`src/design/ssrw_pkg.sv`:
```
// Package for the staged stall recovery watchdog.
// Holds the item and result types, field codes and register reset values.
// No dependencies; every other design file refers to it by scoped names.
package ssrw_pkg;

	localparam int unsigned TIME_W = 32;
	localparam int unsigned CNT_W = 32;
	localparam int unsigned POOL_W = 16;
	localparam int unsigned IN_DATA_W = 184;
	localparam int unsigned OUT_DATA_W = 136;

	localparam logic [TIME_W-1:0] INTERVAL_RESET = 32'd5000;
	localparam logic [TIME_W-1:0] TIMEOUT_RESET = 32'd60000;

	localparam logic REG_CHECK_INTERVAL = 1'b0;
	localparam logic REG_STAGE_TIMEOUT = 1'b1;

	localparam logic ACT_START = 1'b0;
	localparam logic ACT_POLL = 1'b1;

	localparam logic [1:0] CMD_NONE = 2'd0;
	localparam logic [1:0] CMD_QUEUES = 2'd1;
	localparam logic [1:0] CMD_RADIO = 2'd2;
	localparam logic [1:0] CMD_REBOOT = 2'd3;

	localparam logic [1:0] STAGE_QUEUES = 2'd0;
	localparam logic [1:0] STAGE_RADIO = 2'd1;
	localparam logic [1:0] STAGE_REBOOT = 2'd2;

	// Input tdata layout, last member in the lowest bits.
	typedef struct packed {
		logic [6:0] pad;
		logic congested;
		logic [POOL_W-1:0] free_pool_packets;
		logic [CNT_W-1:0] recv_direct_count;
		logic [CNT_W-1:0] recv_flood_count;
		logic [CNT_W-1:0] sent_direct_count;
		logic [CNT_W-1:0] sent_flood_count;
		logic [TIME_W-1:0] now_ms;
	} in_data_t;

	// Output tdata layout, last member in the lowest bits.
	typedef struct packed {
		logic [4:0] pad;
		logic [CNT_W-1:0] reboot_total;
		logic [CNT_W-1:0] radio_recovery_total;
		logic [CNT_W-1:0] queue_recovery_total;
		logic [CNT_W-1:0] congestion_total;
		logic check_done;
		logic [1:0] command;
	} out_data_t;

	// One request after the input register, with the traffic total already formed.
	typedef struct packed {
		logic action;
		logic [TIME_W-1:0] now_ms;
		logic [CNT_W-1:0] traffic_sum;
		logic [POOL_W-1:0] free_pool_packets;
		logic congested;
	} item_t;

	typedef struct packed {
		logic [1:0] command;
		logic check_done;
		logic [CNT_W-1:0] congestion_total;
		logic [CNT_W-1:0] queue_recovery_total;
		logic [CNT_W-1:0] radio_recovery_total;
		logic [CNT_W-1:0] reboot_total;
	} result_t;

endpackage

```
`src/design/ssrw_ingress.sv`:
```
// Input register of the watchdog: takes a request from the slave stream and
// forms the modulo 2^32 traffic total on the way in. Depends on ssrw_pkg.
module ssrw_ingress (
	input  logic clk,
	input  logic arst_n,
	input  logic s_tvalid,
	output logic s_tready,
	input  logic [ssrw_pkg::IN_DATA_W-1:0] s_tdata,
	input  logic s_tuser,
	input  logic advance,
	output logic valid_s1,
	output ssrw_pkg::item_t item_s1
);

	ssrw_pkg::in_data_t din;
	logic [ssrw_pkg::CNT_W-1:0] sent_sum;
	logic [ssrw_pkg::CNT_W-1:0] recv_sum;
	logic accept;

	assign din = ssrw_pkg::in_data_t'(s_tdata);
	assign sent_sum = din.sent_flood_count + din.sent_direct_count;
	assign recv_sum = din.recv_flood_count + din.recv_direct_count;
	assign s_tready = !valid_s1 || advance;
	assign accept = s_tvalid && s_tready;

	always_ff @(posedge clk or negedge arst_n) begin
		if (!arst_n) begin
			valid_s1 <= 1'b0;
		end else if (accept) begin
			valid_s1 <= 1'b1;
		end else if (advance) begin
			valid_s1 <= 1'b0;
		end
	end

	always_ff @(posedge clk) begin
		if (accept) begin
			item_s1.action <= s_tuser;
			item_s1.now_ms <= din.now_ms;
			item_s1.traffic_sum <= sent_sum + recv_sum;
			item_s1.free_pool_packets <= din.free_pool_packets;
			item_s1.congested <= din.congested;
		end
	end

endmodule

```
`src/design/ssrw_core.sv`:
```
// Watchdog state and decision logic: deadline check, progress tracking,
// escalation stage and event counters, plus the two configuration registers.
// Depends on ssrw_pkg.
module ssrw_core (
	input  logic clk,
	input  logic arst_n,
	input  logic cfg_we,
	input  logic cfg_index,
	input  logic [ssrw_pkg::TIME_W-1:0] cfg_data,
	input  logic advance,
	input  ssrw_pkg::item_t item_s1,
	output ssrw_pkg::result_t result
);

	logic [ssrw_pkg::TIME_W-1:0] interval_q, timeout_q;
	logic [ssrw_pkg::TIME_W-1:0] deadline_q, progress_time_q, empty_since_q;
	logic [ssrw_pkg::CNT_W-1:0] snapshot_q;
	logic [1:0] stage_q;
	logic [ssrw_pkg::CNT_W-1:0] cong_cnt_q, queue_cnt_q, radio_cnt_q, reboot_cnt_q;

	logic [ssrw_pkg::TIME_W-1:0] deadline_d, progress_time_d, empty_since_d;
	logic [ssrw_pkg::CNT_W-1:0] snapshot_d;
	logic [1:0] stage_d;
	logic [ssrw_pkg::CNT_W-1:0] cong_cnt_d, queue_cnt_d, radio_cnt_d, reboot_cnt_d;

	logic [ssrw_pkg::TIME_W-1:0] now, since_deadline, next_deadline;
	logic [ssrw_pkg::TIME_W-1:0] es_a, es_b, pt_a;
	logic [1:0] st_a;
	logic due, progress, quiet_long, elapsed;
	logic [1:0] command;
	logic done;

	always_ff @(posedge clk or negedge arst_n) begin
		if (!arst_n) begin
			interval_q <= ssrw_pkg::INTERVAL_RESET;
			timeout_q <= ssrw_pkg::TIMEOUT_RESET;
		end else if (cfg_we) begin
			case (cfg_index)
				ssrw_pkg::REG_CHECK_INTERVAL: interval_q <= cfg_data;
				ssrw_pkg::REG_STAGE_TIMEOUT: timeout_q <= cfg_data;
				default: interval_q <= interval_q;
			endcase
		end
	end

	assign now = item_s1.now_ms;
	assign since_deadline = now - deadline_q;
	assign next_deadline = now + interval_q;
	assign due = !since_deadline[ssrw_pkg::TIME_W-1];
	assign progress = item_s1.traffic_sum != snapshot_q;

	always_comb begin
		deadline_d = deadline_q;
		progress_time_d = progress_time_q;
		empty_since_d = empty_since_q;
		snapshot_d = snapshot_q;
		stage_d = stage_q;
		cong_cnt_d = cong_cnt_q;
		queue_cnt_d = queue_cnt_q;
		radio_cnt_d = radio_cnt_q;
		reboot_cnt_d = reboot_cnt_q;
		command = ssrw_pkg::CMD_NONE;
		done = 1'b0;

		es_a = progress ? '0 : empty_since_q;
		st_a = progress ? ssrw_pkg::STAGE_QUEUES : stage_q;
		pt_a = progress ? now : progress_time_q;
		es_b = (es_a == '0) ? now : es_a;
		quiet_long = (now - pt_a) >= timeout_q;
		elapsed = (now - es_b) >= timeout_q;

		if (item_s1.action == ssrw_pkg::ACT_START) begin
			deadline_d = next_deadline;
			progress_time_d = now;
			snapshot_d = item_s1.traffic_sum;
		end else if (due) begin
			done = 1'b1;
			deadline_d = next_deadline;
			snapshot_d = item_s1.traffic_sum;
			progress_time_d = pt_a;
			if (item_s1.congested) begin
				cong_cnt_d = cong_cnt_q + 1'b1;
			end
			if (item_s1.free_pool_packets != '0) begin
				empty_since_d = '0;
				stage_d = ssrw_pkg::STAGE_QUEUES;
			end else begin
				empty_since_d = es_b;
				stage_d = st_a;
				if (quiet_long && elapsed) begin
					case (st_a)
						ssrw_pkg::STAGE_QUEUES: begin
							command = ssrw_pkg::CMD_QUEUES;
							queue_cnt_d = queue_cnt_q + 1'b1;
							stage_d = ssrw_pkg::STAGE_RADIO;
							empty_since_d = now;
						end
						ssrw_pkg::STAGE_RADIO: begin
							command = ssrw_pkg::CMD_RADIO;
							radio_cnt_d = radio_cnt_q + 1'b1;
							stage_d = ssrw_pkg::STAGE_REBOOT;
							empty_since_d = now;
						end
						default: begin
							command = ssrw_pkg::CMD_REBOOT;
							reboot_cnt_d = reboot_cnt_q + 1'b1;
						end
					endcase
				end
			end
		end
	end

	always_ff @(posedge clk or negedge arst_n) begin
		if (!arst_n) begin
			deadline_q <= '0;
			progress_time_q <= '0;
			empty_since_q <= '0;
			snapshot_q <= '0;
			stage_q <= ssrw_pkg::STAGE_QUEUES;
			cong_cnt_q <= '0;
			queue_cnt_q <= '0;
			radio_cnt_q <= '0;
			reboot_cnt_q <= '0;
		end else if (advance) begin
			deadline_q <= deadline_d;
			progress_time_q <= progress_time_d;
			empty_since_q <= empty_since_d;
			snapshot_q <= snapshot_d;
			stage_q <= stage_d;
			cong_cnt_q <= cong_cnt_d;
			queue_cnt_q <= queue_cnt_d;
			radio_cnt_q <= radio_cnt_d;
			reboot_cnt_q <= reboot_cnt_d;
		end
	end

	assign result.command = command;
	assign result.check_done = done;
	assign result.congestion_total = cong_cnt_d;
	assign result.queue_recovery_total = queue_cnt_d;
	assign result.radio_recovery_total = radio_cnt_d;
	assign result.reboot_total = reboot_cnt_d;

endmodule

```
`src/design/staged_stall_recovery_watchdog.sv`:
```
// Top level of the staged stall recovery watchdog: stream ports, output register.
// Instantiates ssrw_ingress and ssrw_core; depends on ssrw_pkg.
//
// Every request (start or poll) yields exactly one result on the master side. The
// block takes one request per cycle unless a result waits on m_tready: the input
// register forms the traffic total, and the state update and result are computed
// in one pass from that register into the output register. A result waiting on
// m_tready holds the output register, and the input register takes one more
// request before s_tready drops. The configuration
// registers are written through cfg_we/cfg_index/cfg_data and should only be
// changed while no request is in flight.
module staged_stall_recovery_watchdog (
	input  logic clk,
	input  logic arst_n,
	input  logic cfg_we,
	input  logic cfg_index,
	input  logic [ssrw_pkg::TIME_W-1:0] cfg_data,
	input  logic s_tvalid,
	output logic s_tready,
	// now_ms, sent_flood_count, sent_direct_count, recv_flood_count,
	// recv_direct_count, free_pool_packets, congested, zero fill
	input  logic [ssrw_pkg::IN_DATA_W-1:0] s_tdata,
	// action
	input  logic s_tuser,
	output logic m_tvalid,
	input  logic m_tready,
	// command, check_done, congestion_total, queue_recovery_total,
	// radio_recovery_total, reboot_total, zero fill
	output logic [ssrw_pkg::OUT_DATA_W-1:0] m_tdata
);

	logic valid_s1;
	logic advance;
	ssrw_pkg::item_t item_s1;
	ssrw_pkg::result_t result;
	ssrw_pkg::result_t res_q;
	logic out_valid_q;
	ssrw_pkg::out_data_t dout;

	assign advance = valid_s1 && (!out_valid_q || m_tready);

	ssrw_ingress u_ingress (
		.clk(clk),
		.arst_n(arst_n),
		.s_tvalid(s_tvalid),
		.s_tready(s_tready),
		.s_tdata(s_tdata),
		.s_tuser(s_tuser),
		.advance(advance),
		.valid_s1(valid_s1),
		.item_s1(item_s1)
	);

	ssrw_core u_core (
		.clk(clk),
		.arst_n(arst_n),
		.cfg_we(cfg_we),
		.cfg_index(cfg_index),
		.cfg_data(cfg_data),
		.advance(advance),
		.item_s1(item_s1),
		.result(result)
	);

	always_ff @(posedge clk or negedge arst_n) begin
		if (!arst_n) begin
			out_valid_q <= 1'b0;
		end else if (advance) begin
			out_valid_q <= 1'b1;
		end else if (m_tready) begin
			out_valid_q <= 1'b0;
		end
	end

	always_ff @(posedge clk) begin
		if (advance) begin
			res_q <= result;
		end
	end

	always_comb begin
		dout.pad = '0;
		dout.command = res_q.command;
		dout.check_done = res_q.check_done;
		dout.congestion_total = res_q.congestion_total;
		dout.queue_recovery_total = res_q.queue_recovery_total;
		dout.radio_recovery_total = res_q.radio_recovery_total;
		dout.reboot_total = res_q.reboot_total;
	end

	assign m_tvalid = out_valid_q;
	assign m_tdata = dout;

endmodule

```
`config.mk`:
```
export PLATFORM = sky130hd
export DESIGN_NAME = staged_stall_recovery_watchdog
export DESIGN_NICKNAME = d
export VERILOG_FILES = /design/src/design/ssrw_pkg.sv /design/src/design/ssrw_ingress.sv /design/src/design/ssrw_core.sv /design/src/design/staged_stall_recovery_watchdog.sv
export SDC_FILE = /design/constraint.sdc
export NUM_CORES = 1
export LEC_CHECK = 0
export BUFFER_PORTS_ARGS = -buffer_cell sky130_fd_sc_hd__clkbuf_2
export CORE_ASPECT_RATIO = 1.5
export CORE_MARGIN = 2
export CORE_UTILIZATION = 43
export CTS_CLUSTER_SIZE = 16
export DETAILED_ROUTE_END_ITERATION = 8
export GPL_TIMING_DRIVEN = 0
export SLEW_MARGIN = 5
export SYNTH_ARGS = -nofsm -noshare
export SYNTH_HDL_FRONTEND = slang
export SYNTH_HIERARCHICAL = 1
export SYNTH_SLANG_ARGS = --single-unit
```
`constraint.sdc`:
```
create_clock -name clk -period 8 [get_ports clk]
set_input_delay 0 -clock clk [delete_from_list [all_inputs] [get_ports clk]]
set_output_delay 0 -clock clk [all_outputs]
set_load 0.01 [all_outputs]
```
==> out/results.ini <==
[global_routing]
grt_max_degree=100
grt_pass1_vias=25600
grt_usage=0.218
grt-ovfl-total=0
antenna_found_initial=1
grt_first_pass_wirelength_mm=138

[setup_path]
cp_data_arrival_time_ns=8.10
rrSetupSlack_ns=0.27
critPathBufInv=5
path_common_cell=a21oi_1
crit_path_max_fanout=10
critical-path-top-delay-family=compound AO/OA/AOI/OAI gates
critPathKind=reg -> reg
slowest_delay_ns=0.56
start_kind=register
crit_slowest_cell=o41ai_2
crit_path_end_kind=register
crit_required_ns=8.37

[flow_run]
max_cap_viol_count=0

[sta]
max_slew.worst_pin.slew_ns=1.22
fin_ws_ns=0.270
skew_ns=0.0231
period_minus_slack_ns=7.73
finalCritPeriodShare=0.966
setup_viol=0
drv_slew=0
hold_viol=0
max_slew_margin=0.177
rsz0062_at_grt=no
fmax_mhz=129

[route]
post-route-drc-count=0
viasPerCell=5.31
drt_iter0_markers=1012
finalWirelength_mm=88.6
dr_total_vias=25000
drtAntennaViolNets=0
wire_per_inst_um=18.8
drt_first_pass_iters=5

[floorplan]
die_area_mm2=0.0812
fp.dieW_um=233
die_h_um=348
io_pins=361
start_util=0.433
rows=126
core_area_mm2=0.0784

[placed_design]
port_buffers=348
gp_congestion=0.882
placed_cells=4508
pre_cts_ws_ns=-3.22
dp_hpwl_mm=69.1

[synthesis]
synth_edf_count=213
syn_inst=3126
yosysWarnings=6
synth_ff_type=dfrtp_1
synth_cell_types=95
async_flop_share=0.603
avgSynthCellArea_um2=10.8
yosysSeqAreaShare=0.428
synthesis.area_mm2=0.0339
yosys.area.top_type=dfrtp_1
postSynthRegisterBits=537
synth_top_area_share=0.230
synthTopCellsByArea=dfrtp_1 (23%), edfxtp_1 (19%), ha_1 (8.2%), xor2_1 (6.9%), mux2_2 (4.5%)

[clock_tree]
cts_buffers=53
cts_tree=yes
root_buffer=clkbuf_16
cts_sinks=537
clk_path_buf_depth=3
path_clk_slew_ns=0.06
htreeDepth=2
clk-insertion-delay-late_ns=0.63

[layout]
n_fill_cell=7150
fin_cells=4713
final_common_cell=clkbuf_2
fin_nets=4153
final_cell_mix=clkbuf_2 (354), dfrtp_1 (312), inv_1 (275)
drive_gt1_frac=0.217
areaGrowthSynthToFinish_pct=18.4

[pwr]
p_int_mw=6.19
power.switching_mw=3.30
p_seq_frac=0.383
sw_frac_of_total=0.348
leakagePower_nw=18.9
p_comb_frac=0.345
p_clk_frac=0.272
powerDensity_mw_per_mm2=236
peakVddDrop_mv=0.154

[hold_path]
min_path_type=in -> reg

[run_status]
status=completed

stage by stage:
stage	setup TNS [ns]	utilization	instance area (um2)	total power [mW]	hold WS (ns)
global placement	-928.66	0.472	37000	6.82	0.176
CTS	0	0.511	40000	9.56	0.00673
global route	0	0.512	40200	10.1	0.0427
finish	0	0.512	40200	9.49	0.00834
floorplan	0	-	33900	5.90	-0.296
detailed placement	-649.67	0.474	37100	6.87	-0.0414
registers in the layout, indices dropped and copies added (netlist names), 2 cells and up:
register and count:
u_core/timeout_q 32, u_ingress/item_s1 82, u_core/radio_cnt_q 32, u_core/empty_since_q 32, u_core/reboot_cnt_q 32, u_core/deadline_q 32
u_core/stage_q 2, u_core/interval_q 32, m_tdata 131, u_core/queue_cnt_q 32, u_core/snapshot_q 32, u_core/cong_cnt_q 32
u_core/progress_time_q 32
synthesized netlist by cell type (all sizes together) (12+ instances only):
master / count
a211oi: 24
a21o: 74
a21oi: 134
a22o: 32
a22oi: 31
a31oi: 17
and2: 23
and3: 53
and4: 12
buf: 64
clkbuf: 43
dfrtp: 312
dfstp: 12
edfxtp: 213
fa: 65
ha: 222
inv: 275
mux2: 137
mux2i: 31
nand2: 175
nand2b: 25
nand3: 82
nand4: 64
nor2: 146
nor2b: 15
nor3: 120
nor4: 68
o211ai: 16
o21a: 20
o21ai: 100
or3: 13
xnor2: 124
xor2: 269
cell type report:
class                   instances  area (um2)  area share
well taps                    1024        1280      0.0319
flip-flops and latches        537       14500       0.362
multi-input cells            2211       18000       0.447
plain buffers                 107         647      0.0161
diodes                          1        2.50   0.0000623
inverters                     276        1040      0.0258
clock inverters                36         382     0.00950
repair buffers                457        2930      0.0729
clock buffers                  64        1390      0.0346
tightest hold or removal path, stage by stage:
cell and delay [ns]:
clkbuf_2 0.08, xnor2_1 0.08, xnor2_1 0.20, xnor2_1 0.17
final timing paths:
| path | startpoint | endpoint | cells after the start |
|---|---|---|---|
| min in group asynchronous | arst_n | u_core/cong_cnt_q[15] | 4 |
| min | s_tdata[95] | u_ingress/item_s1[48] | 4 |
| max in group asynchronous | arst_n | u_core/snapshot_q[21] | 5 |
| max | u_ingress/item_s1[17] | m_tdata[42] | 30 |
| max reg2reg | u_ingress/item_s1[17] | m_tdata[42] | 30 |
| min reg2reg | u_core/deadline_q[25] | u_core/deadline_q[25] | 2 |
cells by family (layout without fill, tap and decap cells):
family / count (synthesis) / after routing / synth area share
buffers and inverters: 383 / 940 / 0.0477
AOI/OAI and AO/OA: 539 / 540 / 0.111
other: 1 / 6 / 0.000111
muxes: 168 / 168 / 0.0546
DFF: 537 / 537 / 0.428
adders and majority gates: 287 / 287 / 0.120
and+or+nand+nor: 818 / 818 / 0.137
xor gates and xnor gates: 393 / 393 / 0.101
repair_timing:
action	CTS	global route
resized for setup	41	31
hold buffers	92	0
gates cloned	0	1
pin swaps	4	6
setup endpoints to repair	228	221
endpoints found under the hold margin	367	0
setup buffers	4	7
power groups by stage:
stage / registers [mW] / clock network, mW / logic, mW
after floorplan: 3.65 / 0 / 2.25
after global placement: 3.70 / 0 / 3.12
after detailed placement: 3.69 / 0 / 3.18
after CTS: 3.64 / 2.66 / 3.26
after global routing: 3.70 / 2.76 / 3.61
final: 3.64 / 2.58 / 3.27
routing by layer:
metal  part of all wire  up-vias  GRT usage
met3              0.031      189     0.0233
li1                   -    12200          -
met2               0.55      551      0.427
met4              0.045        0     0.0954
met5                  0        -          0
met1               0.37    12100      0.231
Note: power is estimated with default switching activity, not from simulation.
